## config.mk

```make
export PLATFORM = sky130hd
export DESIGN_NAME = anbx_core
export DESIGN_NICKNAME = d
export VERILOG_FILES = /design/src/rtl/anbx_pkg.sv /design/src/rtl/anbx_core.sv
export SDC_FILE = /design/constraint.sdc
export NUM_CORES = 1
export LEC_CHECK = 0
export ABC_AREA = 1
export BUFFER_PORTS_ARGS = -buffer_cell sky130_fd_sc_hd__buf_2
export CAP_MARGIN = 20
export CORE_UTILIZATION = 60
export DETAILED_ROUTE_END_ITERATION = 12
export PLACE_DENSITY = 0.77
export SETUP_SLACK_MARGIN = 0.1
export SYNTH_ARGS = -nofsm -noshare
export SYNTH_HDL_FRONTEND = slang
export SYNTH_SLANG_ARGS = --single-unit
```

## constraint.sdc

```tcl
create_clock -name clk -period 8.4 [get_ports clk]
set_clock_uncertainty 0.05 [all_clocks]
set_input_delay 0.84 -clock clk [delete_from_list [all_inputs] [get_ports clk]]
set_output_delay 0.84 -clock clk [all_outputs]
set_load 0.02 [all_outputs]
```

## src/rtl/anbx_pkg.sv

```systemverilog
`timescale 1ns / 1ps
// ----------------------------------------------------------------------------
// anbx_pkg
// Shared types and constants of the Annex B NAL splitter with
// parameter-set capture.
// ----------------------------------------------------------------------------
package anbx_pkg;

    localparam int SLOT_BYTES    = 256;
    localparam int CHANNELS      = 2;
    localparam int SETS_PER_CHAN = 3;
    localparam int NSLOTS        = CHANNELS * SETS_PER_CHAN;

    localparam int SLOT_AW     = $clog2(SLOT_BYTES);
    localparam int IDX_W       = $clog2(NSLOTS);
    localparam int CAP_W       = $clog2(NSLOTS + 1);
    localparam int STORE_DEPTH = NSLOTS * SLOT_BYTES;
    localparam int STORE_AW    = $clog2(STORE_DEPTH);
    localparam int OFF_W       = $clog2(SLOT_BYTES + 5);
    localparam int LEN_W       = 9;
    localparam int TYPE_W      = 6;

    // Item kinds.
    localparam logic FUNC_STREAM = 1'b0;
    localparam logic FUNC_READ   = 1'b1;

    // Codec selection.
    localparam logic CODEC_H264 = 1'b0;
    localparam logic CODEC_H265 = 1'b1;

    // Parameter-set slots within a channel.
    localparam logic [1:0] SET_VPS  = 2'd0;
    localparam logic [1:0] SET_SPS  = 2'd1;
    localparam logic [1:0] SET_PPS  = 2'd2;
    localparam logic [1:0] SET_NONE = 2'd3;

    localparam logic [7:0] H264_TYPE_MASK = 8'b0001_1111;
    localparam logic [7:0] H265_TYPE_MASK = 8'b0111_1110;
    localparam logic [7:0] START_BYTE     = 8'h01;

    localparam logic [TYPE_W-1:0] H264_SPS = 6'd7;
    localparam logic [TYPE_W-1:0] H264_PPS = 6'd8;
    localparam logic [TYPE_W-1:0] H265_VPS = 6'd32;
    localparam logic [TYPE_W-1:0] H265_SPS = 6'd33;
    localparam logic [TYPE_W-1:0] H265_PPS = 6'd34;

    typedef struct packed {
        logic       func;
        logic       chan;
        logic [7:0] data_byte;
        logic       frame_last;
        logic [1:0] set_select;
        logic [7:0] read_index;
    } item_t;

    typedef struct packed {
        logic              nal_header;
        logic [TYPE_W-1:0] nal_type;
        logic              capturing;
        logic              chan_ready;
        logic              slot_full;
        logic [LEN_W-1:0]  slot_length;
        logic              truncated;
        logic              rd_hit;
    } result_t;

    typedef struct packed {
        logic                we;
        logic [STORE_AW-1:0] waddr;
        logic [7:0]          wdata;
        logic                re;
        logic [STORE_AW-1:0] raddr;
    } store_req_t;

endpackage

```

## src/rtl/anbx_core.sv

```systemverilog
`timescale 1ns / 1ps
// ----------------------------------------------------------------------------
// anbx_core
// Start code parser and capture bookkeeping. Processes one item per fire,
// updates the parse and slot state and issues store writes and reads.
// ----------------------------------------------------------------------------
module anbx_core (
    input  logic                clk,
    input  logic                rst_n,
    input  logic                codec_mode,
    input  logic                fire,
    input  anbx_pkg::item_t     item,
    output anbx_pkg::result_t   res,
    output anbx_pkg::store_req_t store
);
    import anbx_pkg::*;

    logic [23:0]       window_reg, window_next;
    logic [1:0]        fill_reg, fill_next;
    logic              in_nal_reg, in_nal_next;
    logic              expect_reg, expect_next;
    logic [TYPE_W-1:0] type_reg, type_next;
    logic [CAP_W-1:0]  cap_reg, cap_next;
    logic [OFF_W-1:0]  off_reg, off_next;
    logic [LEN_W-1:0]  len_reg [NSLOTS];
    logic [LEN_W-1:0]  len_next [NSLOTS];
    logic [NSLOTS-1:0] valid_reg, valid_next;
    logic [NSLOTS-1:0] ovf_reg, ovf_next;
    logic [CHANNELS-1:0] ready_reg, ready_next;

    always_ff @(posedge clk or negedge rst_n)
    begin
        if (!rst_n)
        begin
            window_reg <= '0;
            fill_reg   <= '0;
            in_nal_reg <= 1'b0;
            expect_reg <= 1'b0;
            type_reg   <= '0;
            cap_reg    <= '0;
            off_reg    <= '0;
            valid_reg  <= '0;
            ovf_reg    <= '0;
            ready_reg  <= '0;
            for (int i = 0; i < NSLOTS; i++)
            begin
                len_reg[i] <= '0;
            end
        end
        else if (fire)
        begin
            window_reg <= window_next;
            fill_reg   <= fill_next;
            in_nal_reg <= in_nal_next;
            expect_reg <= expect_next;
            type_reg   <= type_next;
            cap_reg    <= cap_next;
            off_reg    <= off_next;
            valid_reg  <= valid_next;
            ovf_reg    <= ovf_next;
            ready_reg  <= ready_next;
            for (int i = 0; i < NSLOTS; i++)
            begin
                len_reg[i] <= len_next[i];
            end
        end
    end

    always_comb
    begin
        logic              chan_ok;
        logic [IDX_W-1:0]  base;
        logic [IDX_W-1:0]  rd_slot;
        logic [TYPE_W-1:0] hdr_t;
        logic [1:0]        set_code;
        logic [IDX_W-1:0]  hdr_slot;
        logic              start;
        logic [1:0]        trim;
        logic [CAP_W-1:0]  cap_cur;
        logic [OFF_W-1:0]  off_cur;
        logic              in_nal_cur;
        logic              do_store;
        logic              end_ev;
        logic              cap_end;
        logic [IDX_W-1:0]  cap_idx;
        logic [OFF_W-1:0]  diff;
        logic              hit;
        logic              sets_ok;

        window_next = window_reg;
        fill_next   = fill_reg;
        in_nal_next = in_nal_reg;
        expect_next = expect_reg;
        type_next   = type_reg;
        cap_next    = cap_reg;
        off_next    = off_reg;
        valid_next  = valid_reg;
        ovf_next    = ovf_reg;
        ready_next  = ready_reg;
        for (int i = 0; i < NSLOTS; i++)
        begin
            len_next[i] = len_reg[i];
        end
        res   = '0;
        store = '0;

        chan_ok    = int'(item.chan) < CHANNELS;
        base       = IDX_W'(int'(item.chan) * SETS_PER_CHAN);
        rd_slot    = base + IDX_W'(item.set_select);
        hdr_t      = '0;
        set_code   = SET_NONE;
        hdr_slot   = '0;
        start      = 1'b0;
        trim       = '0;
        cap_cur    = cap_reg;
        off_cur    = off_reg;
        in_nal_cur = in_nal_reg;
        do_store   = 1'b0;
        end_ev     = 1'b0;
        cap_end    = 1'b0;
        cap_idx    = IDX_W'(cap_reg - CAP_W'(1));
        diff       = '0;
        hit        = 1'b0;
        sets_ok    = 1'b0;

        if (item.func == FUNC_READ)
        begin
            if (chan_ok && item.set_select != SET_NONE)
            begin
                if (valid_reg[rd_slot])
                begin
                    res.slot_full   = 1'b1;
                    res.slot_length = len_reg[rd_slot];
                    if (LEN_W'(item.read_index) < len_reg[rd_slot]
                        && int'(item.read_index) < SLOT_BYTES)
                    begin
                        res.rd_hit  = 1'b1;
                        store.re    = 1'b1;
                        store.raddr = STORE_AW'({rd_slot,
                                                 item.read_index[SLOT_AW-1:0]});
                    end
                end
                res.truncated = ovf_reg[rd_slot];
            end
        end
        else
        begin
            if (expect_reg)
            begin
                if (codec_mode == CODEC_H264)
                begin
                    hdr_t = TYPE_W'(item.data_byte & H264_TYPE_MASK);
                    if (hdr_t == H264_SPS)
                    begin
                        set_code = SET_SPS;
                    end
                    else if (hdr_t == H264_PPS)
                    begin
                        set_code = SET_PPS;
                    end
                end
                else
                begin
                    hdr_t = TYPE_W'((item.data_byte & H265_TYPE_MASK) >> 1);
                    if (hdr_t == H265_VPS)
                    begin
                        set_code = SET_VPS;
                    end
                    else if (hdr_t == H265_SPS)
                    begin
                        set_code = SET_SPS;
                    end
                    else if (hdr_t == H265_PPS)
                    begin
                        set_code = SET_PPS;
                    end
                end
                hdr_slot    = base + IDX_W'(set_code);
                expect_next = 1'b0;
                in_nal_cur  = 1'b1;
                type_next   = hdr_t;
                off_cur     = '0;
                if (set_code != SET_NONE && chan_ok && !valid_reg[hdr_slot])
                begin
                    cap_cur = CAP_W'(hdr_slot) + CAP_W'(1);
                end
                else
                begin
                    cap_cur = '0;
                end
                do_store       = 1'b1;
                res.nal_header = 1'b1;
                res.nal_type   = hdr_t;
            end
            else
            begin
                // A start code needs two zero bytes in the window and a 0x01
                // that is not the last byte of the frame.
                start = item.data_byte == START_BYTE && !item.frame_last
                        && fill_reg >= 2'd2 && window_reg[15:0] == 16'h0000;
                if (start)
                begin
                    if (in_nal_reg)
                    begin
                        end_ev = 1'b1;
                        trim   = (fill_reg == 2'd3 && window_reg == 24'h0) ? 2'd3
                                                                            : 2'd2;
                    end
                    in_nal_cur  = 1'b0;
                    expect_next = 1'b1;
                    window_next = '0;
                    fill_next   = '0;
                end
                else
                begin
                    window_next = {window_reg[15:0], item.data_byte};
                    if (fill_reg != 2'd3)
                    begin
                        fill_next = fill_reg + 2'd1;
                    end
                    if (in_nal_reg)
                    begin
                        do_store     = 1'b1;
                        res.nal_type = type_reg;
                    end
                end
            end

            cap_idx = IDX_W'(cap_cur - CAP_W'(1));
            if (do_store && cap_cur != '0)
            begin
                if (int'(off_cur) < SLOT_BYTES)
                begin
                    store.we      = 1'b1;
                    store.waddr   = STORE_AW'({cap_idx, off_cur[SLOT_AW-1:0]});
                    store.wdata   = item.data_byte;
                    off_cur       = off_cur + OFF_W'(1);
                    res.capturing = 1'b1;
                end
                else
                begin
                    if (int'(off_cur) < SLOT_BYTES + 4)
                    begin
                        off_cur = off_cur + OFF_W'(1);
                    end
                    res.truncated = 1'b1;
                end
            end

            if (item.frame_last && in_nal_cur)
            begin
                end_ev = 1'b1;
                trim   = '0;
            end

            if (end_ev)
            begin
                if (cap_cur != '0)
                begin
                    cap_end = 1'b1;
                    diff = (off_cur >= OFF_W'(trim)) ? off_cur - OFF_W'(trim) : '0;
                    if (int'(diff) > SLOT_BYTES)
                    begin
                        len_next[cap_idx] = LEN_W'(SLOT_BYTES);
                        ovf_next[cap_idx] = 1'b1;
                    end
                    else
                    begin
                        len_next[cap_idx] = LEN_W'(diff);
                    end
                    valid_next[cap_idx] = 1'b1;
                end
                for (int c = 0; c < CHANNELS; c++)
                begin
                    hit = (chan_ok && int'(item.chan) == c)
                          || (cap_end && int'(cap_idx) >= c * SETS_PER_CHAN
                              && int'(cap_idx) < (c + 1) * SETS_PER_CHAN);
                    if (codec_mode == CODEC_H264)
                    begin
                        sets_ok = valid_next[c * SETS_PER_CHAN + int'(SET_SPS)]
                                  && valid_next[c * SETS_PER_CHAN + int'(SET_PPS)];
                    end
                    else
                    begin
                        sets_ok = valid_next[c * SETS_PER_CHAN + int'(SET_VPS)]
                                  && valid_next[c * SETS_PER_CHAN + int'(SET_SPS)]
                                  && valid_next[c * SETS_PER_CHAN + int'(SET_PPS)];
                    end
                    if (hit && sets_ok)
                    begin
                        ready_next[c] = 1'b1;
                    end
                end
                cap_cur    = '0;
                off_cur    = '0;
                in_nal_cur = 1'b0;
            end

            if (item.frame_last)
            begin
                in_nal_cur  = 1'b0;
                expect_next = 1'b0;
                window_next = '0;
                fill_next   = '0;
                cap_cur     = '0;
                off_cur     = '0;
            end

            cap_next    = cap_cur;
            off_next    = off_cur;
            in_nal_next = in_nal_cur;
        end

        res.chan_ready = chan_ok && ready_next[item.chan];
    end

endmodule

```

== After elaboration in Yosys (flattened, before gate mapping) ==
Cells that the tools add are included.

* Reductions and logical operators: 35
* Add/subtract/negate cells: 7
* Muxes and demuxes: 108
* $lt $le $gt $ge: 17
* Bitwise logic cells: 9
* Equality and inequality tests: 11
* $mul: 1

{| class="wikitable"
|+ Operators by type and width
! cell !! count
|-
| 9-bit 2-to-1 mux || 12
|-
| 24-bit 2-to-1 mux || 3
|-
| 12-bit 2-to-1 mux || 5
|-
| 20-bit 2-to-1 mux || 3
|-
| 54-bit bitwise mux || 1
|-
| 54-bit 2-to-1 mux || 1
|-
| 48-bit AND || 1
|-
| 48-bit NOT || 1
|-
| 1-bit 2-to-1 mux || 45
|-
| 6-bit 2-to-1 mux || 7
|-
| 2-bit 2-to-1 mux || 17
|-
| 9-bit binary-select mux with 3-bit select || 1
|-
| 9-bit demux with 3-bit select || 1
|-
| 24-bit zero test || 1
|-
| 1-bit logical AND || 20
|-
| 10-bit 2-to-1 mux || 2
|-
| 6-bit == test (second input constant) || 3
|-
| 9-bit less-than comparator (second input constant) || 2
|-
| 6-bit OR || 3
|-
| 16-bit zero test || 1
|-
| 3-bit 2-to-1 mux || 5
|-
| 3-bit by 4-bit less-than comparator with 1-bit output (second input constant) || 3
|-
| 9-bit by 1-bit adder with 9-bit output (second input constant) || 1
|-
| 1-bit binary-select mux with 3-bit select || 3
|-
| 33 further kinds || 46
|}

* Register bits: 114
* Output and inout port bits: 53
* Input port bits: 25

== Longest topological paths before layout ==
Gate-level depths: netlist of run 1.

* Depth in word-level cells: 35
* Gate-level depth with buffers: 38
* Depth with buffers taken out: 36

== Worst setup path after synthesis of run 1 ==
Ideal clock, no wire load.

* Path type: input -> output
* From: in codec_mode
* To: out store[19] (netlist name)
* Data required time: 7.510 ns
* Arrival: 4.666 ns
* Setup slack: 2.844 ns
* Buffers on the path: 2
* Stages: 22
* Path through: buf_4 inv_4 nor2_1 nand3_1 nand2_1 inv_2 ha_1 inv_1 fa_1 inv_1 nand3_1 nand2_1 a21oi_1 and2_1 a31oi_1 ha_1 nand3_4 nand2_4 nor3_1 clkinv_1 clkbuf_1 nor2_1

{| class="wikitable"
|+ RTL lines
! what !! line !! RTL
|-
| start: declaration || anbx_core.sv:10 || <nowiki>input logic codec_mode,</nowiki>
|-
| end: declaration || anbx_core.sv:14 || <nowiki>output anbx_pkg::store_req_t store</nowiki>
|}

== Worst setup path after layout of run 1 ==
* From: in codec_mode
* To: reg len_reg[40] (netlist name)

* Longest elaborated chain between the ends: 20
* Elaborated cells between the ends (all ways): 33

{| class="wikitable"
|+ Ends and longest elaborated chain
! what !! line !! RTL
|-
| 2-bit 2-to-1 mux * || anbx_core.sv:150 || <nowiki>if (codec_mode == CODEC_H264)</nowiki>
|-
| 2-bit 2-to-1 mux * || anbx_core.sv:148 || <nowiki>if (expect_reg)</nowiki>
|-
| 2-bit 2-to-1 mux * || anbx_core.sv:126 || <nowiki>if (item.func == FUNC_READ)</nowiki>
|-
| 3-bit by 2-bit adder with 3-bit output || anbx_core.sv:178 || <nowiki>hdr_slot = base + IDX_W'(set_code);</nowiki>
|-
| 1-bit binary-select mux with 3-bit select || anbx_core.sv:183 || <nowiki>if (set_code != SET_NONE && chan_ok && !valid_reg[hdr_slot])</nowiki>
|-
| 1-bit 2-to-1 mux (not written as such) || anbx_core.sv:183 ||
|-
| 1-bit zero test || anbx_core.sv:183 ||
|-
| 1-bit logical AND || anbx_core.sv:183 ||
|-
| 3-bit 2-to-1 mux * || anbx_core.sv:183 ||
|-
| 3-bit 2-to-1 mux * || anbx_core.sv:148 ||
|-
| 3-bit 2-to-1 mux * || anbx_core.sv:126 ||
|-
| parallel branches: the longest is 9 deep, another holds 9-bit by 2-bit subtractor with 9-bit output || -- ||
|-
| end signal: indexed assignment || anbx_core.sv:64 || <nowiki>len_reg[i] <= len_next[i];</nowiki>
|-
| end: declaration || anbx_core.sv:25 || <nowiki>logic [LEN_W-1:0] len_reg [NSLOTS];</nowiki>
|}

Every way passes the cells marked *. The select of a mux whose other input is x is not followed.
A chain may end at the register's enable or synchronous reset.

==> out/qor.yml, run 1 <==
sta:
  hold_viol: 0
  layout_min_cycle_time_ns: 6.298
  worstMarginPinSlew_ns: 0.9435
  setup_tns_ns: 0
  setup_viol_count_final: 0
  fmax_mhz: 158.8
  finalCritPeriodShare_pct: 74.98
  slew_headroom_pct: 37.03
  slew_violations: 0
  rsz0062_at_grt: "no"
status:
  violations: "design-rule violations"
  run_status: "finished, violations left"
logic_synthesis:
  synth_area_leaders: "dfrtp_1, nor2_1, inv_1"
  async_reset_ff_share_pct: 100.0
  ys_ff_latch: 114
  synth_cell_type_count: 54
  synth_nets: 1007
  synth_most_common_cell: "nor2_1"
  ys.flop_type: "dfrtp_1"
  synth-edff-count: 0
  yosysWarnings: 0
  syn_area_um2: 7231
  syn_inst: 963
  yosysTopAreaCell: "dfrtp_1"
  synth.top_cell.area_share_pct: 39.45
  syn_avg_cell_area_um2: 7.508
  yosys-top-cells-count: "nor2_1, inv_1, nand2_1"
  yosysSeqAreaShare_pct: 39.45
finish:
  largest_reg_flops: 54
  layout-drive-gt1-share_pct: 18.79
  fin_nets: 1075
  antenna_cells: 0
  syn_to_final_growth_pct: 15.02
  utilization_pct: 71.91
critical_path:
  endpoint_kind: "flop"
  cp_max_fo: 13
  worstSetupStartpointType: "primary input"
  required_ns: 8.68
  critPathKind: "in -> reg"
  critPathMaxStageDelay_ns: 0.46
  crit_arrival_ns: 6.58
  slowest_stage: "fa_1"
floorplan:
  num_rows: 39
  start_util_pct: 62.52
  core-area_um2: 11560
  die_w_um: 111.8
  ios: 78
  die_area_um2: 12490
  die_h_um: 111.8
detailed_routing:
  drt_iter0_markers: 586
  ant_nets: 0
  drc: 7
  vias: 6744
  via_per_inst: 5.686
  avgRoutedWirePerCell_um: 15.72
  dr.pass1.iters: 9
  drt_wl_total_mm: 18.65
cts:
  cts_root_buf: "clkbuf_16"
  cts_htree_levels: 4
  clkTransAtPathRegs_ns: 0.05
  cts_inserted_buffers: 17
  clock_latency_ns: 0.42
  ctsResizeCount: 0
  cts_tree: "done"
  ctsHoldBuffers: 0
  clock-sinks: 114
  post-cts-setup-buffers: 0
  clock_path_buffers: 2
run:
  maxCapViolations: 0
grt:
  grt_usage_pct: 31.26
  grt_overflow: 0
  grt_max_degree: 74
  antenna_found_initial: 0
  grt_pass1_wl_mm: 30.68
  grt_pass1_vias: 6148
pwr:
  power_leakage_uw: 0.004288
  ir_worst_vdd_uv: 128.0
  p_per_area_nw_per_um2: 202.2
  power_uw: 1682
placement:
  hpwl_mm: 12.79
  globalplace.congestion: 0.9219
  portBuffers: 77
hold_path:
  hold_path.class: "in -> async"
## path summary, 6_finish.rpt
check / start / end / slack [ns] / depth (start not counted)
max reg2reg: expect_reg$_DFFE_PN0P_ / len_reg[40]$_DFFE_PN0P_ / 3.27 / 20
max in group asynchronous: rst_n / window_reg[7]$_DFFE_PN0P_ / 6.61 / 2
min in group clk: ovf_reg[1]$_DFFE_PN0P_ / ovf_reg[1]$_DFFE_PN0P_ / 0.41 / 2
min: rst_n / type_reg[3]$_DFFE_PN0P_ / 0.36 / 1
min reg2reg: ovf_reg[1]$_DFFE_PN0P_ / ovf_reg[1]$_DFFE_PN0P_ / 0.41 / 2
max: codec_mode / len_reg[40]$_DFFE_PN0P_ / 2.10 / 33
## through the flow
step           std cells  worst slack, ns  hold slack (ns)  area [um^2]
2_1_floorplan        963            2.844           0.3776         7231
3_3_place_gp        1155            2.131           0.3885         7680
3_5_place_dp        1155            1.878           0.3988         7680
4_1_cts             1186            2.177           0.3822         8317
5_1_grt             1186            1.566           0.3943         8317
6_report            1186            2.102           0.3619         8317
## cell usage in the layout, fill, tap and decap left out, drive strengths merged, types with 2 or more instances in the layout
| cell | n |
|---|---|
| nand3 | 71 |
| o21bai | 4 |
| a2bb2oi | 5 |
| fa | 3 |
| a32o | 2 |
| nand2 | 146 |
| clkinv | 4 |
| inv | 142 |
| buf | 86 |
| a2111oi | 3 |
| clkbuf | 22 |
| or2 | 6 |
| o21ai | 87 |
| o211ai | 4 |
| nand3b | 2 |
| nor2 | 174 |
| bufinv | 4 |
| dfrtp | 114 |
| ha | 16 |
| nor3 | 12 |
| a21oi | 74 |
| o22ai | 15 |
| xor2 | 9 |
| a211oi | 5 |
| nand4 | 16 |
| nor4 | 3 |
| clkinvlp | 3 |
## area by class of cell
type / instances / area (um^2)
multi-input cells: 668 / 3650
fillers: 960 / 3248
flip-flops and latches: 114 / 2853
inverters: 144 / 543.0
clock buffers: 22 / 484.2
repair buffers: 86 / 455.4
well taps: 143 / 178.9
clock inverters: 9 / 152.6
## layer usage
layer | track usage, % | part of all wire, % | wire, um | vias up
li1 | - | - | - | 3283
met4 | 11.35 | 1.7 | 318 | 0
met5 | 0 | 0 | 0 | -
met2 | 49.48 | 46 | 8656 | 216
met1 | 43.42 | 46 | 8492 | 3220
met3 | 5.117 | 6.3 | 1178 | 25
## critical path, delay by kind of cell
kind / cells / cell delay, ns
compound gates: 6 / 1.31
buf+inv: 6 / 0.58
fa+ha+maj: 4 / 1.26
simple gates: 17 / 2.59
## kinds of logic after synthesis
logic type / synth area share, %
and+or+nand+nor: 28.19
adders and majority gates: 3.599
DFF: 39.45
muxes: 0.1384
AOI/OAI and AO/OA: 17.25
xor gates and xnor gates: 1.211
buffers and inverters: 10.16
## where the power goes
part / switching (uW) / internal [uW] / total, uW
Sequential: 26.4 / 590 / 616
Clock: 254 / 525 / 779
Combinational: 195 / 91.2 / 286
Total: 476 / 1210 / 1680
Power figures use the tool's default switching activity.
==> inputs of run 2 (changes only) <==
--- a/config.mk
+++ b/config.mk
@@ -8,9 +8,9 @@
 export ABC_AREA = 1
 export BUFFER_PORTS_ARGS = -buffer_cell sky130_fd_sc_hd__buf_2
 export CAP_MARGIN = 20
-export CORE_UTILIZATION = 60
+export CORE_UTILIZATION = 54
 export DETAILED_ROUTE_END_ITERATION = 12
-export PLACE_DENSITY = 0.77
+export PLACE_DENSITY = 0.73
 export SETUP_SLACK_MARGIN = 0.1
 export SYNTH_ARGS = -nofsm -noshare
 export SYNTH_HDL_FRONTEND = slang
==> constraint.sdc (replaced) <==
create_clock -name clk -period 5.07 [get_ports clk]
set_clock_uncertainty 0.05 [all_clocks]
set_input_delay 0.507 -clock clk [delete_from_list [all_inputs] [get_ports clk]]
set_output_delay 0.507 -clock clk [all_outputs]
set_load 0.02 [all_outputs]
==> run 2 against run 1 <==
  * The run now ends clean
  * Final cell count increased by 5.5%
  * Count of clock-buffer cells in the layout up 1
  * Worst setup slack worse by 1.8 ns
  * Global-route usage down 2.3 points
  * Via count rose by 2.5%
  * Combinational power rose by 81%
  * Sequential share of layout area down 1.9 points
  * Wire length is 5.5% higher
  * Flip-flop and latch count is the same
  * Hold slack got worse by 0.19 ns
  * Non-clock buffer count grew 35
  * Largest cell class unchanged
==> out/qor.yml, run 2 (synthesis results as in run 1) <==
floorplan:
  core-area_um2: 12820
  num_rows: 41
  start_util_pct: 56.38
  die_w_um: 117.7
  ios: 78
  die_h_um: 117.7
  die_area_um2: 13860
sta:
  worstMarginPinSlew_ns: 0.9457
  worst_slack_ns: 0.3266
  fmax_mhz: 210.8
  fin_hold_ws_ns: 0.1711
  setup_viol_count_final: 0
  layout_min_cycle_time_ns: 4.743
  rsz0062_at_grt: "yes"
  hold_viol: 0
  slew_violations: 0
  finalCritPeriodShare_pct: 93.56
  slew_headroom_pct: 36.95
critical_path:
  critPathMaxStageDelay_ns: 0.47
  worstSetupPathDepth: 34
  crit_start: "item[14]"
  reg2reg_to: "len_reg[47]$_DFFE_PN0P_"
  slowest_stage: "fa_2"
  r2r_setup_slack_ns: 0.96
  crit_family: "simple AND/OR/NAND/NOR gates"
  critPathBufInv: 8
  reg2reg_depth: 22
  cp_max_fo: 8
  endpoint_kind: "flop"
  crit_end: "len_reg[47]$_DFFE_PN0P_"
  required_ns: 5.36
  worstSetupStartpointType: "primary input"
  r2r-start: "expect_reg$_DFFE_PN0P_"
  critPathKind: "in -> reg"
  crit_arrival_ns: 5.03
  cpMostUsedCell: "inv_1"
run:
  maxCapViolations: 0
finish:
  stdcell_area_um2: 8798
  layout_common_cells: "nor2_1, inv_1, nand2_1, dfrtp_1"
  fin_nets: 1110
  largest_reg_flops: 54
  layout-drive-gt1-share_pct: 23.73
  syn_to_final_growth_pct: 21.68
  fillerInstances: 1081
  final_common_cell: "nor2_1"
  antenna_cells: 0
placement:
  globalplace.congestion: 0.8993
  place_area_um2: 7993
  hpwl_mm: 13.57
  portBuffers: 77
  place_ws_ns: -0.1438
cts:
  cts_tree: "done"
  cts_htree_levels: 4
  clock_path_buffers: 2
  clock-sinks: 114
  clkTransAtPathRegs_ns: 0.05
  cts_root_buf: "clkbuf_16"
  cts_inserted_buffers: 17
  clock_latency_ns: 0.42
detailed_routing:
  dr.pass1.iters: 6
  drt_wl_total_mm: 19.67
  dr.max_layer_used: "met4"
  wl_met3_mm: 1.329
  drt_iter0_markers: 549
  m1WireLength_mm: 8.589
  drc: 0
  avgRoutedWirePerCell_um: 15.72
  wl_met2_mm: 9.362
  via_per_inst: 5.524
  ant_nets: 0
  vias: 6911
grt:
  grt_pass1_wl_mm: 31.93
  grt_overflow: 0
  antenna_found_initial: 0
  grt_usage_pct: 28.98
  grt_pass1_vias: 6415
  grt_max_degree: 73
pwr:
  p_per_area_nw_per_um2: 326.1
  ir_worst_vdd_uv: 209.9
  power_uw: 2869
  power_leakage_uw: 0.004464
hold_path:
  hold_path.class: "in -> async"
status:
  run_status: "complete, no violations"
[run 2: cell count changes in the layout (fill, tap and decap cells not counted), moves of 3 or more]
cell     previous run  this run
nor2_1            162       153
nor2_2              9        18
nand2_2             7        11
o21ai_0            79        75
o21ai_1             6        10
buf_4              10        42
nand3_4             1         4
inv_2              10        13
nand2_1           129       124
buf_12              0         3
[run 2: area by class of cell]
cell class | count | area, um^2 | share of cell area (%)
clock buffers | 23 | 478.0 | 5.432
well taps | 172 | 215.2 | 2.446
inverters | 144 | 543.0 | 6.172
repair buffers | 121 | 762.0 | 8.660
multi-input cells | 668 | 3771 | 42.86
clock inverters | 9 | 176.4 | 2.005
flip-flops and latches | 114 | 2853 | 32.42
[run 2: where the power goes]
group	total (uW)	switching (uW)	internal [uW]	leakage (uW)
Clock	1330	424	910	0.000317
Sequential	1020	40.8	977	0.00151
Combinational	518	344	174	0.00264
Total	2870	808	2060	0.00446
[run 2: worst min path at each step]
| stage | start | end | slack [ns] | cells after the start |
|---|---|---|---|---|
| floorplan | rst_n | cap_reg[0]$_DFFE_PN0P_ | 0.16 | 0 |
| global placement | ready_reg[0]$_DFFE_PN0P_ | ready_reg[0]$_DFFE_PN0P_ | 0.39 | 1 |
| detailed placement | ready_reg[0]$_DFFE_PN0P_ | ready_reg[0]$_DFFE_PN0P_ | 0.40 | 1 |
| CTS | rst_n | cap_reg[0]$_DFFE_PN0P_ | 0.23 | 1 |
| global route | rst_n | type_reg[2]$_DFFE_PN0P_ | 0.26 | 1 |
| finish | rst_n | type_reg[2]$_DFFE_PN0P_ | 0.17 | 1 |
[run 2: metal layers]
metal / global-route usage (%) / vias up
met3: 6.008 / 37
met1: 40.30 / 3285
met2: 45.85 / 238
met5: 0 / -
li1: - / 3351
met4: 7.772 / 0
[run 2: worst reg2reg max path, delay by kind of cell (launching register included)]
kind,cells,cell delay [ns]
AO/OA/AOI/OAI,3,0.53
adder cells (fa/ha/maj),1,0.33
buffers and inverters,5,0.65
flip-flops,1,0.71
AND/OR/NAND/NOR,13,1.77
[run 2: metrics by stage]
stage | std cells | util (%) | TNS, ns
5_1_grt | 1251 | 68.60 | 0
3_3_place_gp | 1213 | 62.32 | 0
3_5_place_dp | 1213 | 62.32 | -4.434
4_1_cts | 1245 | 67.42 | 0
2_1_floorplan | 963 | - | 0
6_report | 1251 | 68.60 | 0
[run 2: repair_timing]
action | in CTS | in global routing
gates resized for setup | 0 | 33
buffers inserted | 0 | 6
hold buffers | 0 | 0
endpoints found under the setup margin | 0 | 66
